===== src/rtl/awbs_pkg.sv =====
`timescale 1ns / 1ps
// ----------------------------------------------------------------------------
// Alpha-weighted bilinear sampler package
// Shared payload types, constants and register indexes.
// ----------------------------------------------------------------------------
package awbs_pkg;

    localparam int DEF_MAX_DIM = 4096;
    localparam int NUM_LANES   = 4;
    localparam int DIV_STAGES  = 8;
    localparam int CFG_ADDR_W  = 3;

    // Register indexes (byte address bit 2 selects one).
    localparam logic REG_IMAGE_WIDTH  = 1'b0;
    localparam logic REG_IMAGE_HEIGHT = 1'b1;

    localparam logic [12:0] DIM_RESET = 13'd1;

    typedef struct packed {
        logic signed [31:0] coord_x;
        logic signed [31:0] coord_y;
        logic [31:0]        pixel_tl;
        logic [31:0]        pixel_tr;
        logic [31:0]        pixel_bl;
        logic [31:0]        pixel_br;
    } awbs_in_t;

    typedef struct packed {
        logic        sample_valid;
        logic [31:0] sample_color;
    } awbs_out_t;

    // What one lane hands to the merging stage.
    typedef struct packed {
        logic [15:0] ca;
        logic [23:0] r;
        logic [23:0] g;
        logic [23:0] b;
    } awbs_lane_out_t;

    // Per-request side information that travels along the pipeline.
    typedef struct packed {
        logic        sample_valid;
        logic        pass;
        logic [31:0] color;
        logic [7:0]  alpha;
        logic        zero;
    } awbs_side_t;

endpackage


===== src/rtl/awbs_lane.sv =====
`timescale 1ns / 1ps
// ----------------------------------------------------------------------------
// Sampler lane
// Scales one neighbour's weight by its alpha, then multiplies each color
// channel by the scaled weight. Two register stages.
// ----------------------------------------------------------------------------
module awbs_lane (
    input  logic                     aclk,
    input  logic [1:0]               en,
    input  logic [31:0]              pixel,
    input  logic [7:0]               weight,
    output awbs_pkg::awbs_lane_out_t lane_out
);
    import awbs_pkg::*;

    logic [15:0]    ca_reg;
    logic [23:0]    rgb_reg;
    awbs_lane_out_t out_reg;

    // Alpha times weight; zero alpha gives zero contribution.
    always_ff @(posedge aclk) begin
        if (en[0]) begin
            ca_reg  <= 16'(pixel[31:24]) * 16'(weight);
            rgb_reg <= pixel[23:0];
        end
    end

    // Channel products with the scaled weight.
    always_ff @(posedge aclk) begin
        if (en[1]) begin
            out_reg.ca <= ca_reg;
            out_reg.r  <= 24'(rgb_reg[23:16]) * 24'(ca_reg);
            out_reg.g  <= 24'(rgb_reg[15:8]) * 24'(ca_reg);
            out_reg.b  <= 24'(rgb_reg[7:0]) * 24'(ca_reg);
        end
    end

    assign lane_out = out_reg;

endmodule


===== config.mk =====
export PLATFORM = sky130hd
export DESIGN_NAME = awbs_lane
export DESIGN_NICKNAME = d
export VERILOG_FILES = /design/src/rtl/awbs_pkg.sv /design/src/rtl/awbs_lane.sv
export SDC_FILE = /design/constraint.sdc
export NUM_CORES = 1
export LEC_CHECK = 0
export BUFFER_PORTS_ARGS = -buffer_cell sky130_fd_sc_hd__buf_4
export CAP_MARGIN = 20
export CORE_UTILIZATION = 64
export CTS_BUF_LIST = sky130_fd_sc_hd__clkbuf_8
export CTS_CLUSTER_DIAMETER = 150
export CTS_CLUSTER_SIZE = 12
export DETAILED_ROUTE_END_ITERATION = 10
export PLACE_DENSITY = 0.84
export SYNTH_ARGS = -nofsm -noshare
export SYNTH_HDL_FRONTEND = slang
export SYNTH_SLANG_ARGS = --single-unit

===== constraint.sdc =====
create_clock -name aclk -period 7.1 [get_ports aclk]
set_input_delay 1.775 -clock aclk [delete_from_list [all_inputs] [get_ports aclk]]
set_output_delay 1.775 -clock aclk [all_outputs]
set_load 0.01 [all_outputs]

After elaboration in Yosys (flattened, before gate mapping)
Index checks and enable logic that the tools add are counted.
{"block": "word_totals", "regBits": 128, "latch_bits": 0, "ramBits": 0, "rom_bits": 0, "inputBits": 43, "out_inout_bits": 88, "wordCells": 10, "n_memories": 0}
{"block": "op_classes", "n_addsub": 0, "multipliers": 4, "div": 0, "magnitude_cmp": 0, "n_eq_ne": 0, "n_shift": 0, "n_mux": 0, "bitwise_logic": 0, "n_reduce_logical": 0}
{"op": "multiplier 8 x 16 -> 24 bit", "n": 3}
{"op": "multiplier 8 x 8 -> 16 bit", "n": 1}

Depth between registers and ports, before layout
Gate-level depths: netlist of run 1.
{"block": "logic_depth", "ltp_word": 1, "ltp_mapped": 20, "mapped_depth_nobuf": 18}

Least setup slack after synthesis of run 1
No wires, ideal clock.
{"block": "synth_path", "path_kind": "input-to-reg", "startpoint": "input port pixel[29]", "endpoint": "register ca_reg[15] (data pin)", "setup_ps": 260, "arrival_time_ps": 5359, "required_time_ps": 6840, "setup_slack_ps": 1481, "path_stages": 15, "path_buffers": 1, "path_cell_list": "clkbuf_1 > nand2_1 > fa_1 > inv_1 > fa_1 > fa_1 > inv_1 > fa_1 > inv_1 > ha_1 > a21o_1 > a31o_2 > a41o_1 > o21ba_2 > xnor2_1"}
{"block": "synth_between", "elab_chain_len": 1}
{"item": "from (decl)", "line": "awbs_lane.sv:10", "rtl": "input logic [31:0] pixel,"}
{"item": "multiplier 8 x 8 -> 16 bit", "line": "awbs_lane.sv:23", "rtl": "ca_reg <= 16'(pixel[31:24]) * 16'(weight);"}
{"item": "to (signal assigned)", "line": "awbs_lane.sv:23"}
{"item": "to (decl)", "line": "awbs_lane.sv:16", "rtl": "logic [15:0] ca_reg;"}
No other way between the ends.
A chain may end at the register's enable or synchronous reset.

Worst setup path in the final report of run 1
{"block": "layout_path", "startpoint": "register ca_reg[3]", "endpoint": "register out_reg (netlist bit lane_out[47]) (data pin)"}
{"block": "layout_between", "elab_chain_len": 1}
{"item": "multiplier 8 x 16 -> 24 bit", "line": "awbs_lane.sv:33", "rtl": "out_reg.g <= 24'(rgb_reg[15:8]) * 24'(ca_reg);"}
{"item": "to (decl)", "line": "awbs_lane.sv:18", "rtl": "awbs_lane_out_t out_reg;"}
No other way between the ends.

==> reports/results.txt, run 1 <==
NumNets Final: 2363
Clock latency on the worst-skew pair: 0.48 ns
Worst Max-Slew Pin Slew: 1.08 ns
Hold wc startpoint: ca_reg[13]
Syn avg cell area: 10.2 sq um
MaxCap Viol Count: 0
Largest register FFs: 88
Die area: 0.0289 sq mm
F_max: 183 MHz
Clk root buf: clkbuf_8
YS warnings: 0
Seq cells post-synth: 128
CTS buffer count: 17
Cts hold-fix bufs: 0
Routed Wire Length: 37600 microns
Top_reg_cell synth: edfxtp_1
Initial Util: 65.0%
Vias/cell: 5.50
EDFF count, synth: 128
Row count: 61
Violated checks: DRC
Max FO, Critical Path: 25
Layout area overhead: 8.86%
Buffers on Ports: 130
Syn Inst Count: 1774
# DRC: 2
Max H-tree Level: 4
TritonCTS clock tree: done
Via count: 12392
Worst hold endpoint: lane_out[85]
Routed Antenna Nets: 0
Global-route wire length before repair: 63900 microns
Max clock buf depth: 2
Max-slew headroom: 27.9%
Initial antenna violation count: 0
Grt ovf: 0
Most frequent cells in the layout: 351 x and2_1, 351 x inv_1, 288 x fa_1
Total global-route track usage: 28.5%
Num ports: 131
Largest net degree at the start of global routing: 64
Die Ht: 170 microns
Status: complete, but fails checks
Sink Count: 128
Hold Path Cell Cnt: 0
Post-CTS setup buffers: 0
Number of detailed-route iterations in the first pass: 8
CP Data Required Time: 7.33 ns
Critical Path End Type: register
Drt wl/cell: 16.7 microns
Cts repair resizes: 0
Starting DRC count in detailed routing: 791
Async set-reset flop share out of synthesis: 0%
Final Max Tran Viols: 0
# setup viols final: 0
Register area share after synthesis: 21.3%
Fin Setup TNS: 0 ns
Worst Setup Path Type: reg2reg
Hold WC Path Type: reg2reg
Crit share post-route: 77.0%
Fillers: 2087
Syn Nets: 2273
RR Startpoint: ca_reg[3]
Layout cell share with drive strength beyond 1: 9.33%
Hold Violations, Final: 0
Clock period minus worst slack: 5.46 ns
RSZ-0062 raised after global routing: no
Core area: 0.0278 sq mm
Die width: 170 microns
Critical path arrival: 5.69 ns
R2R cell count: 16
Clk_skew: 0.0149 ns
Setup crit start kind: register
Clock Pin Slew Worst Setup and Hold Paths: 0.08 ns
GP Congestion: 0.886
Crit Reg-Reg Endpoint: lane_out[47]
Vias in the first global route: 13425
Mapped Area: 0.0181 sq mm
Synth unique cells: 56
Detailed Place HPWL: 28300 microns
R2R setup slack: 1.64 ns
Ant. Diodes: 0
==> final cells by class <==
cell class / instances / area (sq um) / area share [%]
Clock buffer: 17 / 234 / 1.19
Timing Repair Buffer: 133 / 998 / 5.08
Sequential cell: 128 / 3840 / 19.5
Clock inverter: 14 / 135 / 0.687
Inverter: 346 / 1300 / 6.60
Tap cell: 378 / 473 / 2.41
Multi-Input combinational cell: 1238 / 12700 / 64.5
==> metal layers <==
metal	routed length [microns]	vias up	global-route usage (%)
met5	0	-	0
met4	802	0	9.36
met3	3040	75	7.07
met2	18700	439	48.9
met1	15000	6200	35.3
li1	-	5678	-
==> logic make-up (layout without fill, tap and decap cells) <==
logic type               count (synthesis)  after routing  share of synthesized area, %
adder cells (fa/ha/maj)                456            456                          43.6
multiplexers                             2              2                         0.111
buffers and inverters                  408            510                          8.52
flip-flops                             128            128                          21.3
AO/OA/AOI/OAI                          161            161                          6.23
AND/OR/NAND/NOR                        552            552                          17.1
XOR/XNOR                                67             67                          3.25
==> per-stage QoR <==
stage               worst slack, ns  hold slack (ns)  area (sq um)  instances  utilization [%]
floorplan                      1.48            0.502         18100       1774                -
global placement               1.40            0.643         19300       2223             69.5
detailed placement             1.26            0.642         19300       2223             69.5
CTS                            1.65            0.657         19700       2254             70.8
global route                   1.32            0.690         19700       2254             70.8
finish                         1.64            0.669         19700       2254             70.8
==> Yosys cell counts, types with 3 or more instances <==
cell	count	area (sq um)
a21o_1	32	240
a21oi_1	37	185
a21oi_2	3	26.3
a31oi_1	5	31.3
and2_1	351	2200
and3_1	4	25.0
clkbuf_1	61	229
edfxtp_1	128	3840
fa_1	288	5770
ha_1	168	2100
inv_1	346	1300
nand2_1	120	450
nand2b_1	8	50.1
nand3_1	6	30.0
nand4_1	4	25.0
nor2_1	30	113
nor2b_1	8	50.1
nor3_1	5	25.0
o211ai_1	3	22.5
o21a_1	10	75.1
o21ai_0	29	145
o21ai_1	3	15.0
o21bai_1	10	75.1
o311a_1	3	30.0
or2_2	3	18.8
or3_1	4	25.0
xnor2_1	51	447
xor2_1	16	140
==> worst max-delay path, stage by stage (launching register included) <==
cell and delay [ns]:
edfxtp_1 1.04, and2_1 0.26, fa_1 0.45, fa_1 0.46, fa_1 0.50, inv_1 0.07, fa_1 0.48, inv_1 0.04
ha_1 0.34, a211oi_1 0.33, o21ai_0 0.15, nor3b_1 0.22, o21ai_0 0.16, a31oi_1 0.36, o211ai_1 0.15, o21ai_0 0.12
xnor2_1 0.10
==> worst max path at each step <==
stage	startpoint	endpoint	slack [ns]	cells past startpoint
2_1_floorplan	pixel[29]	ca_reg[15]	1.48	15
4_1_cts	ca_reg[3]	lane_out[47]	1.65	16
5_1_grt	ca_reg[3]	lane_out[45]	1.32	15
6_report	ca_reg[3]	lane_out[47]	1.64	16
3_5_place_dp	pixel[27]	ca_reg[15]	1.26	15
3_3_place_gp	pixel[27]	ca_reg[15]	1.40	15
Power of run 1 is left out: the tool's default activity adds up to more than one toggle a clock period on the data nets, which glitch-free logic cannot reach.
==> inputs of run 2 (changes only) <==
--- a/config.mk
+++ b/config.mk
@@ -7,12 +7,12 @@
 export LEC_CHECK = 0
 export BUFFER_PORTS_ARGS = -buffer_cell sky130_fd_sc_hd__buf_4
 export CAP_MARGIN = 20
-export CORE_UTILIZATION = 64
+export CORE_UTILIZATION = 58
 export CTS_BUF_LIST = sky130_fd_sc_hd__clkbuf_8
 export CTS_CLUSTER_DIAMETER = 150
 export CTS_CLUSTER_SIZE = 12
 export DETAILED_ROUTE_END_ITERATION = 10
-export PLACE_DENSITY = 0.84
+export PLACE_DENSITY = 0.8
 export SYNTH_ARGS = -nofsm -noshare
 export SYNTH_HDL_FRONTEND = slang
 export SYNTH_SLANG_ARGS = --single-unit
==> constraint.sdc (replaced) <==
create_clock -name aclk -period 4.7 [get_ports aclk]
set_input_delay 1.175 -clock aclk [delete_from_list [all_inputs] [get_ports aclk]]
set_output_delay 1.175 -clock aclk [all_outputs]
set_load 0.01 [all_outputs]
==> run 2 against run 1 <==
  * Die area increased by 10%
  * Critical path depth unchanged
  * Register-to-register slack lost 1.7 ns
  * The run ends with setup timing left
  * Critical endpoint is now lane_out[23]
==> reports/results.txt, run 2 (synthesis results as in run 1) <==
Number of detailed-route iterations in the first pass: 7 (-1)
Worst Max-Slew Pin Slew: 0.939 ns (-0.143 ns)
CTS buffer count: 17 (unchanged)
Final Max Tran Viols: 0 (unchanged)
Violated checks: setup timing
Clock period minus worst slack: 4.78 ns (-0.687 ns)
NumNets Final: 2605 (+10%)
Max H-tree Level: 4 (unchanged)
Clk_skew: 0.0208 ns (+0.00593 ns)
Critical Path Source: rgb_reg[2]
Routed Wire Length: 43700 microns (+16%)
Most frequent cells in the layout: 340 x buf_4, 338 x and2_1, 337 x inv_1
Die area: 0.0319 sq mm (+10%)
Max-slew headroom: 37.4% (+9.5 points)
Buffers on Ports: 130 (unchanged)
Critical path arrival: 5.00 ns (-0.69 ns)
Multi-input gate area: 0.0133 sq mm (+5.1%)
Via count: 13621 (+9.9%)
Detailed Place HPWL: 31900 microns (+13%)
GP Congestion: 0.893 (+0.79%)
Post-route setup slack: -0.0770 ns (-1.71 ns)
Crit share post-route: 102% (+25 points)
Hold WC Path Type: reg2reg
TritonCTS clock tree: done
Vias/cell: 5.42 (-1.5%)
Largest register FFs: 88 (unchanged)
Max clock buf depth: 2 (unchanged)
R2R cell count: 16 (unchanged)
R2R setup slack: -0.08 ns (-1.71 ns)
Die Ht: 178 microns (+5.0%)
Crit Reg-Reg Endpoint: lane_out[23]
Max FO, Critical Path: 4 (-84%)
Initial Util: 59.1% (-6.0 points)
Critical Path End Type: register
Num ports: 131 (unchanged)
Die width: 178 microns (+5.0%)
# setup viols final: 7 (+7)
Register Area: 0.00384 sq mm (unchanged)
Clk root buf: clkbuf_8
RSZ-0062 raised after global routing: yes
Pre-CTS WS: -0.291 ns (-1.55 ns)
Worst Setup Path Type: reg2reg
Row count: 64 (+4.9%)
Status: complete, but fails checks
Clock latency on the worst-skew pair: 0.47 ns (about the same)
Grt ovf: 0 (unchanged)
Fin Setup TNS: -0.313 ns (-0.313 ns)
Routed Antenna Nets: 0 (unchanged)
Hold Violations, Final: 0 (unchanged)
Layout cell share with drive strength beyond 1: 25.5% (+16 points)
Drt wl/cell: 17.4 microns (+4.2%)
Clock Pin Slew Worst Setup and Hold Paths: 0.09 ns (about the same)
F_max: 209 MHz (+14%)
CP Data Required Time: 4.92 ns (-2.41 ns)
Initial antenna violation count: 2 (+2)
Cts hold-fix bufs: 0 (unchanged)
Most common cell after layout, fill and taps aside: buf_4
Setup crit start kind: register
Worst Setup EP: lane_out[23]
# DRC: 0 (-2)
Total global-route track usage: 27.2% (-1.3 points)
Starting DRC count in detailed routing: 715 (-9.6%)
Core area: 0.0306 sq mm (+10%)
Largest net degree at the start of global routing: 70 (+9.4%)
Vias in the first global route: 14429 (+7.5%)
RR Startpoint: rgb_reg[2]
Sink Count: 128 (unchanged)
Global-route wire length before repair: 67600 microns (+5.9%)
MaxCap Viol Count: 0 (unchanged)
Fillers: 2031 (-2.7%)
Layout area overhead: 23.6%
-- run 2: cell count changes in the layout (fill, tap and decap cells not counted), sizes merged --
cell      before  now
buf          133  372
clkinvlp       0    5
inv          351  347
diode          0    1
clkinv         6    5
clkbuf        17   20
-- run 2: stage by stage --
stage	utilization (%)	instances	hold slack, ns	area [sq um]
finish	73.0	2515	0.664	22300
global route	73.0	2514	0.684	22300
CTS	70.3	2483	0.648	21500
detailed placement	67.7	2421	0.627	20700
global placement	67.7	2421	0.614	20700
floorplan	-	1774	0.502	18100
-- run 2: worst min path at each step --
stage / start / to / slack [ns] / depth (start not counted)
after floorplan: ca_reg[15] / lane_out[87] / 0.50 / 0
after global placement: ca_reg[4] / lane_out[76] / 0.61 / 1
after detailed placement: ca_reg[2] / lane_out[74] / 0.63 / 1
after CTS: ca_reg[2] / lane_out[74] / 0.65 / 1
after global routing: ca_reg[2] / lane_out[74] / 0.68 / 1
final: ca_reg[2] / lane_out[74] / 0.66 / 1
-- run 2: routing by layer --
metal,wire length [microns],share of wire (%),global-route usage [%]
met3,3170,7.3,5.43
met4,1360,3.1,7.73
met5,13,0.030,0
met1,17000,39,33.5
met2,22100,51,48.3
-- run 2: layout make-up --
cell class | instances | share of cell area (%)
clock buffers | 17 | 1.05
clock inverters | 14 | 0.751
well taps | 396 | 2.22
diodes | 1 | 0.0112
inverters | 346 | 5.82
multi-input cells | 1238 | 59.7
flip-flops and latches | 128 | 17.2
repair buffers | 375 | 13.2
-- run 2: worst max-delay path, stage by stage (launching register included) --
cell      delay [ns]
edfxtp_1        0.46
buf_6           0.17
and2_1          0.16
fa_1            0.47
fa_1            0.52
fa_1            0.58
inv_2           0.04
fa_1            0.47
inv_1           0.04
ha_2            0.17
or3_4           0.41
nor4_4          0.17
a21oi_2         0.13
nand4_1         0.16
a32oi_2         0.14
a221oi_2        0.30
xnor2_1         0.12
-- run 2: what timing repair did --
action | in CTS | in global routing
buffers inserted | 31 | 30
cloned | 0 | 2
pin swaps | 32 | 72
endpoints found under the setup margin | 23 | 33
resized for setup | 50 | 124
Power of run 2 is left out for the same reason.
==> inputs of run 3 (changes only) <==
--- a/config.mk
+++ b/config.mk
@@ -5,14 +5,14 @@
 export SDC_FILE = /design/constraint.sdc
 export NUM_CORES = 1
 export LEC_CHECK = 0
+export ABC_CLOCK_PERIOD_IN_PS = 4700
 export BUFFER_PORTS_ARGS = -buffer_cell sky130_fd_sc_hd__buf_4
 export CAP_MARGIN = 20
-export CORE_UTILIZATION = 58
+export CORE_UTILIZATION = 24
 export CTS_BUF_LIST = sky130_fd_sc_hd__clkbuf_8
 export CTS_CLUSTER_DIAMETER = 150
 export CTS_CLUSTER_SIZE = 12
 export DETAILED_ROUTE_END_ITERATION = 10
-export PLACE_DENSITY = 0.8
 export SYNTH_ARGS = -nofsm -noshare
 export SYNTH_HDL_FRONTEND = slang
 export SYNTH_SLANG_ARGS = --single-unit
==> run 3 against run 2 <==
  * The run still ends with setup timing left
  * Via count fell by 5.6%
  * Core utilization is 42 points lower
  * Clock-buffer cell count stayed put
  * Global-route usage fell by 15 points
  * Hold slack lost 0.020 ns
  * Cell count increased by 23%
==> reports/results.txt, run 3 (synthesis results as in run 1) <==
Status: complete, but fails checks
Violated checks: setup timing
Core area: 0.0744 sq mm (+140%)
Post-layout util: 31.0% (-42 points)
Worst Max-Slew Pin Slew: 0.923 ns (-0.0162 ns)
Max clock buf depth: 2 (unchanged)
Most frequent cells in the layout: 340 x and2_1, 337 x inv_1, 326 x buf_4
Vias in the first global route: 13484 (-6.5%)
Clock Pin Slew Worst Setup and Hold Paths: 0.09 ns (about the same)
Grt ovf: 0 (unchanged)
Multi-input gate area: 0.0133 sq mm (-0.30%)
Largest net degree at the start of global routing: 68 (-2.9%)
NumNets Final: 2598 (-0.27%)
Max H-tree Level: 4 (unchanged)
Clk root buf: clkbuf_8
Routed Wire Length: 43600 microns (-0.31%)
Number of detailed-route iterations in the first pass: 4 (-3)
Fillers: 7699 (+280%)
Via count: 12863 (-5.6%)
Max FO, Critical Path: 7 (+3)
Post-route setup slack: -0.0174 ns (+0.0596 ns)
Crit share post-route: 100% (-1.3 points)
RSZ-0062 raised after global routing: yes
Register Area: 0.00384 sq mm (unchanged)
Vias/cell: 4.17 (-23%)
Die Ht: 276 microns (+55%)
Setup crit start kind: register
# setup viols final: 6 (-1)
Sink Count: 128 (unchanged)
Total global-route track usage: 11.7% (-15 points)
Cts hold-fix bufs: 0 (unchanged)
Final Max Tran Viols: 0 (unchanged)
GP Congestion: 0.810 (-9.3%)
Hold Violations, Final: 0 (unchanged)
Top Family by Delay on Critical Path: adder cells
Hold WC Path Type: reg2reg
Most common cell after layout, fill and taps aside: and2_1
Layout area overhead: 27.6%
Critical Path End Type: register
Initial Util: 24.3% (-35 points)
Clock period minus worst slack: 4.72 ns (-0.0596 ns)
Clk_skew: 0.0180 ns (-0.00278 ns)
Initial antenna violation count: 1 (-1)
Largest register FFs: 88 (unchanged)
CP max stage delay: 0.50 ns (-0.08 ns)
Worst-path cell chain: buf_6, clkbuf_16, and2_1, fa_1, fa_1, fa_1, inv_1, fa_1, inv_1, ha_2, or3_4, nor4_4, a21oi_4, buf_4, and4_4, nor3_2, o21bai_1, xor2_1
Num ports: 131 (unchanged)
TritonCTS clock tree: done
Row count: 100 (+56%)
Buffers on Ports: 130 (unchanged)
Inst Count DP: 3009 (+24%)
Routed Antenna Nets: 0 (unchanged)
Worst Setup Path Type: reg2reg
Detailed Place HPWL: 34500 microns (+8.1%)
Layout cell share with drive strength beyond 1: 24.7% (-0.85 points)
CTS buffer count: 17 (unchanged)
F_max: 212 MHz (+1.3%)
Global-route wire length before repair: 71200 microns (+5.3%)
Clock latency on the worst-skew pair: 0.50 ns (+0.03 ns)
CP max stage cell: fa_1
# DRC: 0 (unchanged)
WP buf/inv: 5 (+2)
CP dominant cell by count: fa_1
Die width: 276 microns (+55%)
MaxCap Viol Count: 0 (unchanged)
Drt wl/cell: 14.1 microns (-19%)
R2R setup slack: -0.02 ns (+0.06 ns)
Non-filler instance count after layout: 3081 (+23%)
Die area: 0.0764 sq mm (+140%)
CP Data Required Time: 4.95 ns (+0.03 ns)
Starting DRC count in detailed routing: 470 (-34%)
Max-slew headroom: 38.5% (+1.1 points)
Critical path arrival: 4.97 ns (-0.03 ns)
==> run 3: cell type report <==
| cell class | count | area share [%] |
|---|---|---|
| multi-input cells | 1238 | 57.6 |
| inverters | 346 | 5.63 |
| diodes | 2 | 0.0217 |
| flip-flops and latches | 128 | 16.7 |
| well taps | 969 | 5.26 |
| clock inverters | 13 | 0.543 |
| repair buffers | 368 | 13.2 |
| clock buffers | 17 | 1.01 |
==> run 3: path summary, 6_finish.rpt <==
path | start | endpoint | depth (start not counted)
worst min-delay path | ca_reg[8] | lane_out[80] | 1
worst max-delay path | ca_reg[3] | lane_out[21] | 18
worst max register to register | ca_reg[3] | lane_out[21] | 18
worst min register to register | ca_reg[8] | lane_out[80] | 1
==> run 3: metal layers <==
metal | global-route usage, % | vias to the layer above | routed length [microns]
met1 | 15.5 | 6496 | 20100
met2 | 19.8 | 188 | 21000
met5 | 0 | - | 17
met4 | 1.80 | 2 | 289
met3 | 2.61 | 25 | 2120
li1 | - | 6152 | -
==> run 3: repair_timing <==
| action | 4_1_cts | 5_1_grt |
|---|---|---|
| cloned | 0 | 1 |
| pin swaps | 8 | 79 |
| setup buffers | 14 | 25 |
| gates resized for setup | 35 | 131 |
| setup endpoints to repair | 21 | 31 |
==> run 3: per-stage QoR <==
step           hold slack [ns]  cell area [sq um]  setup TNS (ns)  worst slack, ns
2_1_floorplan            0.502              18100               0          0.00882
3_3_place_gp             0.616              21700           -2.10           -0.225
3_5_place_dp             0.637              21700           -2.32           -0.226
4_1_cts                  0.644              22300          -0.122          -0.0591
5_1_grt                  0.674              23100           -2.71           -0.212
6_report                 0.645              23100         -0.0606          -0.0174
Power of run 3 is left out for the same reason.
