### config.mk
export PLATFORM = sky130hd
export DESIGN_NAME = awbs_div
export DESIGN_NICKNAME = d
export VERILOG_FILES = /design/src/rtl/awbs_pkg.sv /design/src/rtl/awbs_div.sv
export SDC_FILE = /design/constraint.sdc
export NUM_CORES = 1
export LEC_CHECK = 0
export ABC_AREA = 0
export BUFFER_PORTS_ARGS = -buffer_cell sky130_fd_sc_hd__buf_4
export CAP_MARGIN = 40
export CELL_PAD_IN_SITES_DETAIL_PLACEMENT = 0
export CELL_PAD_IN_SITES_GLOBAL_PLACEMENT = 1
export CORE_MARGIN = 2
export CORE_UTILIZATION = 55
export CTS_CLUSTER_DIAMETER = 50
export DETAILED_ROUTE_END_ITERATION = 12
export PLACE_DENSITY_LB_ADDON = 0.3
export SLEW_MARGIN = 20
export SYNTH_ARGS = -nofsm -noshare
export SYNTH_HDL_FRONTEND = slang
export SYNTH_SLANG_ARGS = --single-unit
### constraint.sdc
create_clock -name aclk -period 9.85 [get_ports aclk]
set_clock_uncertainty 0.2 [all_clocks]
set_input_delay 0 -clock aclk [delete_from_list [all_inputs] [get_ports aclk]]
set_output_delay 0 -clock aclk [all_outputs]
set_load 0.05 [all_outputs]
### src/rtl/awbs_pkg.sv
`timescale 1ns / 1ps
// ----------------------------------------------------------------------------
// Alpha-weighted bilinear sampler package
// Shared payload types, constants and register indexes.
// ----------------------------------------------------------------------------
package awbs_pkg;

    localparam int DEF_MAX_DIM = 4096;
    localparam int NUM_LANES   = 4;
    localparam int DIV_STAGES  = 8;
    localparam int CFG_ADDR_W  = 3;

    // Register indexes (byte address bit 2 selects one).
    localparam logic REG_IMAGE_WIDTH  = 1'b0;
    localparam logic REG_IMAGE_HEIGHT = 1'b1;

    localparam logic [12:0] DIM_RESET = 13'd1;

    typedef struct packed {
        logic signed [31:0] coord_x;
        logic signed [31:0] coord_y;
        logic [31:0]        pixel_tl;
        logic [31:0]        pixel_tr;
        logic [31:0]        pixel_bl;
        logic [31:0]        pixel_br;
    } awbs_in_t;

    typedef struct packed {
        logic        sample_valid;
        logic [31:0] sample_color;
    } awbs_out_t;

    // What one lane hands to the merging stage.
    typedef struct packed {
        logic [15:0] ca;
        logic [23:0] r;
        logic [23:0] g;
        logic [23:0] b;
    } awbs_lane_out_t;

    // Per-request side information that travels along the pipeline.
    typedef struct packed {
        logic        sample_valid;
        logic        pass;
        logic [31:0] color;
        logic [7:0]  alpha;
        logic        zero;
    } awbs_side_t;

endpackage

### src/rtl/awbs_div.sv
`timescale 1ns / 1ps
// ----------------------------------------------------------------------------
// Sampler divider
// Pipelined restoring divider, one quotient bit per stage. The quotient is
// known to fit in eight bits because the dividend never exceeds 255 times
// the divisor.
// ----------------------------------------------------------------------------
module awbs_div (
    input  logic                                aclk,
    input  logic [awbs_pkg::DIV_STAGES-1:0]     en,
    input  logic [23:0]                         num,
    input  logic [15:0]                         den,
    output logic [awbs_pkg::DIV_STAGES-1:0]     quot
);
    import awbs_pkg::*;

    logic [23:0]           rem_reg [DIV_STAGES];
    logic [15:0]           den_reg [DIV_STAGES];
    logic [DIV_STAGES-1:0] q_reg   [DIV_STAGES];

    genvar j;
    generate
        for (j = 0; j < DIV_STAGES; j++) begin : g_stage
            logic [23:0]           rem_in;
            logic [15:0]           den_in;
            logic [DIV_STAGES-1:0] q_in;
            logic [23:0]           den_sh;
            logic                  take;

            if (j == 0) begin : g_first
                assign rem_in = num;
                assign den_in = den;
                assign q_in   = '0;
            end else begin : g_rest
                assign rem_in = rem_reg[j-1];
                assign den_in = den_reg[j-1];
                assign q_in   = q_reg[j-1];
            end

            // Try to subtract the divisor at this stage's bit position.
            assign den_sh = 24'(den_in) << (DIV_STAGES - 1 - j);
            assign take   = (rem_in >= den_sh);

            always_ff @(posedge aclk) begin
                if (en[j]) begin
                    rem_reg[j] <= take ? (rem_in - den_sh) : rem_in;
                    den_reg[j] <= den_in;
                    q_reg[j]   <= q_in | (DIV_STAGES'(take) << (DIV_STAGES - 1 - j));
                end
            end
        end
    endgenerate

    assign quot = q_reg[DIV_STAGES-1];

endmodule

After elaboration in Yosys (flattened, before gate mapping)
Memories as Yosys holds them, arrays and structs flattened.
Index checks and enable logic that the tools add are counted.
Widths: inputs -> output; s select.
{"block": "totals", "inputBits": 49, "output_inout_bits": 8, "mem_bits_rw": 384, "elab_cells": 50, "register_bits": 0, "n_memories": 3}
{"block": "op_classes", "bitwise_logic": 7, "order_cmp": 8, "addsub": 8, "mux": 24}
{"name": "rem_reg", "depth": 8, "word_bits": 24, "read_ports": 7, "rd_clocked_by_memory_dff": 0, "write_ports": 8, "line_no": "awbs_div.sv:17", "source": "logic [23:0] rem_reg [DIV_STAGES];"}
{"name": "den_reg", "depth": 8, "word_bits": 16, "read_ports": 7, "rd_clocked_by_memory_dff": 0, "write_ports": 8, "line_no": "awbs_div.sv:18", "source": "logic [15:0] den_reg [DIV_STAGES];"}
{"name": "q_reg", "depth": 8, "word_bits": 8, "read_ports": 8, "rd_clocked_by_memory_dff": 0, "write_ports": 8, "line_no": "awbs_div.sv:19", "source": "logic [DIV_STAGES-1:0] q_reg [DIV_STAGES];"}
{"op": "$mux 24", "n": 8}
{"op": "$ge 24x16->1", "n": 1}
{"op": "$ge 24x17->1", "n": 1}
{"op": "$ge 24x18->1", "n": 1}
{"op": "$ge 24x19->1", "n": 1}
{"op": "$ge 24x20->1", "n": 1}
{"op": "$ge 24x21->1", "n": 1}
{"op": "$ge 24x22->1", "n": 1}
{"op": "$ge 24x23->1", "n": 1}
{"op": "$sub 24x16->24", "n": 1}
{"op": "$sub 24x17->24", "n": 1}
{"op": "$sub 24x18->24", "n": 1}
{"op": "$sub 24x19->24", "n": 1}
{"op": "$sub 24x20->24", "n": 1}
{"op": "$sub 24x21->24", "n": 1}
{"op": "$sub 24x22->24", "n": 1}
{"op": "$sub 24x23->24", "n": 1}
{"op": "$mux 1", "n": 16}
{"op": "$or 8x1->8", "n": 1}
{"op": "$or 8x2->8", "n": 1}
{"op": "$or 8x3->8", "n": 1}
{"op": "$or 8x4->8", "n": 1}
{"op": "$or 8x5->8", "n": 1}
{"op": "$or 8x6->8", "n": 1}
{"op": "$or 8x7->8", "n": 1}

Longest topological paths before layout
Gate-level depths: netlist of the first run.
An unclocked memory read counts as a cell.
{"block": "logic_depth", "depth_word": 3, "ltp_mapped": 14, "ltp_nobuf": 13}

Worst setup path before layout of the first run
No wires, ideal clock.
{"block": "synth_timing", "kind": "register to register", "startpoint": "mem rem_reg[2][6]", "endpoint": "mem rem_reg[3][7] (data pin)", "path_stages_with_launch": 10, "t_arrival_ps": 2872, "period_less_slack_ps": 3334, "path_buffers": 1, "setup_slack_ps": 6516, "path_cell_list": "edfxtp_1 -> ha_1 -> nor2b_1 -> o311a_1 -> o41a_1 -> o41a_1 -> o21ai_1 -> nor4b_4 -> buf_4 -> mux2_1"}
{"item": "from (decl)", "line_no": "awbs_div.sv:17"}

==> results.sh, run 1 <==
export IMPL_status="finished, final reports clean"
export IMPL_synth_top_area_share_pct=55.2
export IMPL_num_vias=11335
export IMPL_diodes=0
export IMPL_crit_arrival_ps=4000
export IMPL_rsz0062_at_grt="false"
export IMPL_drive_above_1_share_pct=9.65
export IMPL_numCtsBuffers=38
export IMPL_final_area_mm2=0.0201
export IMPL_worstSetupEndpointType="register"
export IMPL_fmax_mhz=253
export IMPL_insertion_delay_ps=510
export IMPL_drv_slew=0
export IMPL_finalHoldViolCount=0
export IMPL_worstPathCellList="dlygate4sd3_1 > dlygate4sd3_1 > buf_4 > nor4_1 > nand4_1 > or3_1 > a31oi_1 > nor2_1 > o211ai_2 > buf_4 > mux2_2 > dlygate4sd3_1"
export IMPL_cts_tree="yes"
export IMPL_hpwl_um=23200
export IMPL_synth_seq_area_share_pct=55.2
export IMPL_yosys_area_top_type="edfxtp_1"
export IMPL_overflow=0
export IMPL_drt_iter0_drc=455
export IMPL_hold_class="in2reg"
export IMPL_rows=64
export IMPL_syn_nets=1661
export IMPL_synth_edf_count=316
export IMPL_gr_usage_all_layers_pct=19.2
export IMPL_crit_top_cell="dlygate4sd3_1"
export IMPL_drc=0
export IMPL_core_area_mm2=0.0307
export IMPL_crit_slowest_cell="dlygate4sd3_1"
export IMPL_antenna_found_initial=0
export IMPL_yosysMostFrequentCell="edfxtp_1"
export IMPL_dpl_instance_area_mm2=0.0181
export IMPL_leakagePower_nw=8.07
export IMPL_power_per_cell_area_mw_per_mm2=257
export IMPL_syn2layout_area_growth_pct=16.7
export IMPL_layout_min_cycle_time_ps=3950
export IMPL_grt_max_degree=48
export IMPL_ir_worst_vdd_uv=134
export IMPL_tightestPinTransition_ps=852
export IMPL_clock_sinks=316
export IMPL_dp_slack_ps=5920
export IMPL_largest_register_ffs=168
export IMPL_die_area_mm2=0.0327
export IMPL_yosys_top_cells_count="edfxtp_1, inv_1, ha_1"
export IMPL_numPortBuffers=56
export IMPL_grt_pass1_wl_um=51900
export IMPL_syn_area_per_cell_um2=11.6
export IMPL_synth_area_top_cells="edfxtp_1, ha_1, inv_1"
export IMPL_viasPerCell=5.52
export IMPL_cts_root_buf="clkbuf_16"
export IMPL_cts_resized=0
export IMPL_crit_fanout=27
export IMPL_grt_pass1_vias=11486
export IMPL_crit_buf_inv=5
export IMPL_postCtsSetupRepairBufs=0
export IMPL_synth_seq_cells=316
export IMPL_gp_congestion=0.925
export IMPL_maxCapViolCount=0
export IMPL_die_w_um=181
export IMPL_wl_per_cell_um=15.2
export IMPL_max_stage_delay_ps=560
export IMPL_setup_violations=0
export IMPL_start_util_pct=56.0
export IMPL_hold_slack_ps=19.8
export IMPL_total_power_mw=5.15
export IMPL_synthDistinctLibCells=73
export IMPL_cp_start_kind="input pin"
export IMPL_synthFlopType="edfxtp_1"
export IMPL_path_delay_family="buffers and inverters"
export IMPL_slew_headroom_pct=42.4
export IMPL_worst_slack_ps=5900
export IMPL_cts_buffer_depth=3
export IMPL_cts_htree_levels=2
export IMPL_critical_path_class="in2reg"
export IMPL_clk_pin_slew_ps=50
export IMPL_dr_pass1_iters=5
export IMPL_worst_ep_required_time_ps=9910
export IMPL_syn_area_mm2=0.0172
export IMPL_yosysWarnings=0
export IMPL_layout_nets=1814
export IMPL_io_pins=57
export IMPL_synthCells=1477
export IMPL_tns_ps=0
export IMPL_async_flop_share_pct=0
export IMPL_timing_final_crit_share_pct=40.1
export IMPL_final_antenna_net_count=0
export IMPL_die_h_um=181
export IMPL_wl_um=31100
## stage by stage
stage	cells	utilization, %
detailed placement	1913	58.9
CTS	2053	65.3
finish	2054	65.4
global placement	1913	58.9
global route	2054	65.4
floorplan	1477	-
## power by group
group / switching [mW] / leakage (nW) / total [mW] / internal, mW
clock: 0.517 / 0.605 / 1.37 / 0.855
sequential: 0.162 / 3.06 / 2.06 / 1.90
combinational: 0.933 / 4.40 / 1.72 / 0.789
total: 1.61 / 8.07 / 5.15 / 3.54
## cells by family after synthesis
family,share of synthesized area [%]
muxes,1.81
AOI/OAI and AO/OA,13.2
buffers and inverters,3.93
xor gates and xnor gates,5.66
DFF,55.2
and+or+nand+nor,10.0
adders and majority gates,10.1
## layout make-up
class                           count  area (um2)
Tap cell                          396         495
Fill cell                        2297       10600
Clock buffer                       44         995
Sequential cell                   316        9490
Multi-Input combinational cell    983        7030
Timing Repair Buffer              135        1200
Inverter                          156         586
Clock inverter                     24         255
## metal layers
metal  up-vias  track usage, %  share of wire, %
met1      5275            20.4                40
met4         0            10.8               5.4
met5         -               0                 0
met3        98            3.04               3.2
li1       5728               -                 -
met2       234            36.0                52
## worst reg2reg max path: stages (launching register included)
cell      delay, ps
edfxtp_1        400
inv_1            80
ha_1            150
inv_1            50
fa_1            400
a21oi_1         190
nand4b_1        160
nand3_1         160
a41o_1          330
a21oi_1         140
o221a_2         350
clkinv_1        570
mux2_2          490
## worst paths after layout
| check | startpoint | to | slack, ps | cells past startpoint |
|---|---|---|---|---|
| hold reg to reg | q_reg[1][21] | q_reg[1][29] | 220 | 0 |
| setup / recovery | num[5] | rem_reg[0][15] | 5900 | 12 |
| hold / removal | den[0] | den_reg[0][0] | 20 | 2 |
| setup reg to reg | rem_reg[4][2] | rem_reg[5][15] | 5920 | 12 |
## layout by cell type, fill, tap and decap left out, types with 7 or more instances in the layout
cell type	count
edfxtp_1	316
inv_1	155
ha_1	128
nand2_1	108
a21oi_1	107
o21ai_0	95
nor2_1	75
dlygate4sd3_1	73
buf_4	62
xnor2_1	56
xor2_1	55
a21o_1	47
clkbuf_16	39
nor3_1	29
mux2_2	23
nand2b_1	20
nand3_1	19
nor2b_1	16
o21a_1	16
a31oi_1	15
nand4_1	11
or3_1	11
nor4_1	11
o31ai_1	10
and2_1	9
and3_1	8
o211ai_1	8
clkinv_1	8
or2_2	7
fa_1	7
## what timing repair did
| action | 4_1_cts | 5_1_grt |
|---|---|---|
| hold buffers | 72 | 1 |
| endpoints found under the setup margin | 0 | 0 |
| hold endpoints to repair | 357 | 1 |
(Power assumes the default switching activity.)
==> run 2: changes to the inputs <==
- CORE_UTILIZATION: 55 -> 46
- clock period: 9.85 -> 3.45 ns (I/O delays scaled with it)
==> run 2 against run 1 <==
Global-route usage decreased by 2.4 points. Setup slack got worse by 5800 ps. Clock power rose to 2.8 times the previous value. Sequential power increased to 2.9 times the previous value. Combinational power rose to 3.0 times the previous value. Largest cell class unchanged. Sequential cell count unchanged. Clock-buffer cell count increased by 2. Non-clock buffer count up 37. Utilization down 9.4 points. Register-to-register slack got worse by 5800 ps. Die area is 19% higher.
==> results.sh, run 2 (synthesized netlist as in run 1, its figures left out) <==
export IMPL_final_antenna_net_count=0
export IMPL_final_area_mm2=0.0205
export IMPL_dpl_instance_area_mm2=0.0185
export IMPL_clock_sinks=316
export IMPL_drc=0
export IMPL_die_h_um=197
export IMPL_maxCapViolCount=0
export IMPL_insertion_delay_ps=530
export IMPL_antenna_found_initial=0
export IMPL_fmax_mhz=296
export IMPL_grt_pass1_vias=11442
export IMPL_status="finished, final reports clean"
export IMPL_hpwl_um=24400
export IMPL_final_cell_mix="edfxtp_1, inv_1, ha_1, nand2_1, a21oi_1"
export IMPL_numPortBuffers=56
export IMPL_num_vias=11306
export IMPL_timing_final_crit_share_pct=97.9
export IMPL_power_per_cell_area_mw_per_mm2=724
export IMPL_syn2layout_area_growth_pct=19.6
export IMPL_drt_iter0_drc=458
export IMPL_gp_congestion=0.937
export IMPL_rows=70
export IMPL_tightestPinTransition_ps=627
export IMPL_gr_usage_all_layers_pct=16.8
export IMPL_largest_register_ffs=168
export IMPL_dr_pass1_iters=5
export IMPL_worst_ep_required_time_ps=3510
export IMPL_overflow=0
export IMPL_crit_fanout=12
export IMPL_die_area_mm2=0.0389
export IMPL_crit_arrival_ps=3440
export IMPL_core_area_mm2=0.0367
export IMPL_finalHoldViolCount=0
export IMPL_cts_root_buf="clkbuf_16"
export IMPL_diodes=0
export IMPL_grt_pass1_wl_um=53200
export IMPL_worstSetupEndpointType="register"
export IMPL_viasPerCell=5.23
export IMPL_wl_per_cell_um=14.9
export IMPL_slew_headroom_pct=57.9
export IMPL_io_pins=57
export IMPL_cp_start_kind="input pin"
export IMPL_drv_slew=0
export IMPL_drive_above_1_share_pct=12.3
export IMPL_cts_tree="yes"
export IMPL_final_common_cell="edfxtp_1"
export IMPL_ir_worst_vdd_uv=330
export IMPL_clk_pin_slew_ps=50
export IMPL_leakagePower_nw=8.29
export IMPL_wl_um=32100
export IMPL_final_cells=2163
export IMPL_numCtsBuffers=40
export IMPL_grt_max_degree=48
export IMPL_hold_class="in2reg"
export IMPL_placed_cells=2020
export IMPL_cts_buffer_depth=3
export IMPL_critical_path_class="in2reg"
export IMPL_start_util_pct=46.8
export IMPL_setup_violations=0
export IMPL_cts_htree_levels=2
export IMPL_die_w_um=197
export IMPL_layout_min_cycle_time_ps=3380
export IMPL_fillers=3075
export IMPL_layout_nets=1853
==> run 2: worst max-delay path: stages <==
cell	delay, ps
dlygate4sd3_1	540
buf_4	110
inv_1	30
ha_1	310
or4b_1	440
or3_4	390
a31oi_2	220
nor2_1	80
o211ai_2	250
buf_12	180
mux2_2	320
dlygate4sd3_1	550
==> run 2: power by group <==
group,switching (mW),internal [mW]
Sequential,0.469,5.42
Clock,1.49,2.34
Combinational,2.73,2.42
Total,4.69,10.2
==> run 2: path summary, 6_finish.rpt <==
| check | cells after the start | slack [ps] | end | startpoint |
|---|---|---|---|---|
| worst max-delay path | 12 | 70 | rem_reg[0][10] | den[6] |
| worst min register to register | 0 | 220 | q_reg[1][25] | q_reg[1][17] |
| worst max register to register | 9 | 90 | rem_reg[6][12] | rem_reg[5][9] |
| worst min-delay path | 2 | 20 | den_reg[0][8] | den[8] |
==> run 2: cell type report <==
cell class                      count  area [um2]  area share (%)
Clock buffer                       46        1020            4.98
Clock inverter                     22         200           0.975
Inverter                          156         586            2.85
Multi-Input combinational cell    983        7120            34.7
Sequential cell                   316        9490            46.2
Tap cell                          468         586            2.85
Timing Repair Buffer              172        1540            7.48
==> run 2: metal layers <==
layer	wire [um]	GRT usage [%]
met1	13100	18.6
met5	0	0
met2	16900	31.8
met4	1300	7.30
met3	894	2.71
==> run 2: metrics by stage <==
| stage | hold slack, ps | worst slack, ps | power (mW) | utilization (%) | TNS, ps |
|---|---|---|---|---|---|
| 6_report | 22.4 | 72.6 | 14.9 | 56.0 | 0 |
| 5_1_grt | 8.29 | -17.5 | 15.9 | 56.0 | -39.7 |
| 4_1_cts | 0.134 | 14.7 | 14.9 | 55.6 | 0 |
| 3_5_place_dp | -8.83 | 60.9 | 10.9 | 50.3 | 0 |
| 3_3_place_gp | -9.48 | 105 | 10.9 | 50.3 | 0 |
| 2_1_floorplan | -101 | 116 | 9.61 | - | 0 |
==> run 2: what timing repair did <==
item	CTS	global route
hold buffers	71	0
resized for setup	0	22
setup endpoints to repair	0	31
buffers inserted	0	3
hold endpoints to repair	357	0
==> run 3: changes to the inputs <==
- RECOVER_POWER: unset -> 50
==> run 3 against run 2 <==
The run now ends with capacitance limit, slew limit left. Via count is essentially flat. Critical path depth is the same. Power is essentially flat. Combinational power is essentially flat. Design area shrank 0.18%. Register-to-register slack is essentially flat. Fmax is essentially flat. Setup slack lost 0.88 ps. Hold slack gained 20 ps. First-iteration DRC count shrank 11%. Die area is the same. Sequential share of layout area grew 0.085 points. Largest power group unchanged.
==> results.sh, run 3 (synthesized netlist as in run 1, its figures left out) <==
export IMPL_gr_usage_all_layers_pct=16.8
export IMPL_layout_nets=1853
export IMPL_die_w_um=197
export IMPL_crit_fanout=12
export IMPL_clkPwrFrac_pct=25.7
export IMPL_clk_pin_slew_ps=50
export IMPL_die_h_um=197
export IMPL_drive_above_1_share_pct=11.7
export IMPL_hpwl_um=24400
export IMPL_final_cell_mix="edfxtp_1, inv_1, ha_1, nand2_1, a21oi_1"
export IMPL_worst_ep_required_time_ps=3510
export IMPL_cts_buffer_depth=3
export IMPL_syn2layout_area_growth_pct=19.4
export IMPL_final_common_cell="edfxtp_1"
export IMPL_crit_top_cell="dlygate4sd3_1"
export IMPL_status="finished with violations"
export IMPL_crit_slowest_cell="dlygate4sd3_1"
export IMPL_gp_congestion=0.937
export IMPL_final_util_pct=55.9
export IMPL_hold_slack_ps=41.9
export IMPL_worstSetupEndpointType="register"
export IMPL_ir_worst_vdd_uv=330
export IMPL_grt_pass1_vias=11442
export IMPL_p_int_mw=10.2
export IMPL_wl_um=32100
export IMPL_tightestPinTransition_ps=2430
export IMPL_clock_sinks=316
export IMPL_dr_pass1_iters=4
export IMPL_total_power_mw=14.9
export IMPL_regToRegSetupSlack_ps=90
export IMPL_maxCapViolCount=6
export IMPL_worstPathCellList="dlygate4sd3_1 > buf_4 > inv_1 > ha_1 > or4b_1 > or3_4 > a31oi_2 > nor2_1 > o211ai_2 > buf_12 > mux2_2 > dlygate4sd3_1"
export IMPL_drc=0
export IMPL_largest_register_ffs=168
export IMPL_grt_max_degree=48
export IMPL_antenna_found_initial=0
export IMPL_power_per_cell_area_mw_per_mm2=726
export IMPL_leakagePower_nw=8.25
export IMPL_timing_final_crit_share_pct=97.9
export IMPL_p_seq_share_pct=39.7
export IMPL_crit_arrival_ps=3440
export IMPL_rows=70
export IMPL_wl_per_cell_um=14.8
export IMPL_num_vias=11303
export IMPL_grt_pass1_wl_um=53200
export IMPL_critical_path_class="in2reg"
export IMPL_cts_tree="yes"
export IMPL_placed_cells=2020
export IMPL_start_util_pct=46.8
export IMPL_cts_root_buf="clkbuf_16"
export IMPL_layout_min_cycle_time_ps=3380
export IMPL_p_comb_share_pct=34.6
export IMPL_drv_slew=268
export IMPL_drt_iter0_drc=408
export IMPL_violations="capacitance limit, slew limit"
export IMPL_numCtsBuffers=40
export IMPL_final_cells=2163
export IMPL_die_area_mm2=0.0389
export IMPL_numPortBuffers=56
export IMPL_max_stage_delay_ps=550
export IMPL_insertion_delay_ps=530
export IMPL_diodes=0
export IMPL_overflow=0
export IMPL_finalHoldViolCount=0
export IMPL_cp_start_kind="input pin"
export IMPL_final_antenna_net_count=0
export IMPL_core_area_mm2=0.0367
export IMPL_viasPerCell=5.23
export IMPL_setup_violations=0
export IMPL_switching_share_pct=31.5
export IMPL_slew_headroom_pct=-61.7
export IMPL_io_pins=57
export IMPL_hold_class="in2reg"
export IMPL_switching_power_mw=4.69
export IMPL_cts_htree_levels=2
export IMPL_fmax_mhz=296
-- run 3: cell count changes in the layout (fill, tap and decap cells not counted) --
| cell | change |
|---|---|
| buf_4 | -12 |
| clkbuf_4 | +2 |
| clkbuf_1 | +10 |
-- run 3: what timing repair did --
item / in CTS / in global routing
endpoints found under the hold margin: 357 / 0
setup endpoints to repair: 0 / 31
resized for setup: 0 / 22
hold buffers: 71 / 0
setup buffers: 0 / 3
-- run 3: power by group through the flow --
stage               clock network [mW]  registers, mW  logic, mW
floorplan                            0           5.80       3.81
global placement                     0           5.96       4.91
detailed placement                   0           5.96       4.98
CTS                               3.93           5.89       5.09
global route                      4.11           5.99       5.81
finish                            3.83           5.90       5.15
-- run 3: routing by layer --
layer	vias up	track usage [%]	part of all wire, %
met5	-	0	0
met4	0	7.30	4.1
met3	90	2.71	2.8
met2	171	31.8	53
met1	5228	18.6	41
li1	5814	-	-
-- run 3: final timing paths --
kind                 startpoint        endpoint  depth (start not counted)
setup / recovery         den[6]  rem_reg[0][10]                         12
hold / removal           den[8]   den_reg[0][8]                          2
setup reg to reg  rem_reg[5][9]  rem_reg[6][12]                          9
hold reg to reg    q_reg[1][17]    q_reg[1][25]                          0
-- run 3: final cells by class --
type | instances | area [um2]
timing repair buffer | 172 | 1500
tap | 468 | 586
fill | 3086 | 16200
multi-input combinational | 983 | 7120
inverter | 156 | 586
clock buffer | 46 | 1020
sequential | 316 | 9490
clock inverter | 22 | 200
-- run 3: metrics by stage --
step           setup WS [ps]  area [um2]  setup TNS, ps
2_1_floorplan            116       17200              0
3_3_place_gp             105       18500              0
3_5_place_dp            60.9       18500              0
4_1_cts                 14.7       20400              0
5_1_grt                -17.5       20500          -39.6
6_report                71.8       20500              0
-- run 3: critical path, delay by kind of cell --
family / cells / cell delay, ps
mux: 1 / 320
compound gates: 2 / 480
simple gates: 3 / 910
fa+ha+maj: 1 / 310
buf+inv: 5 / 1400
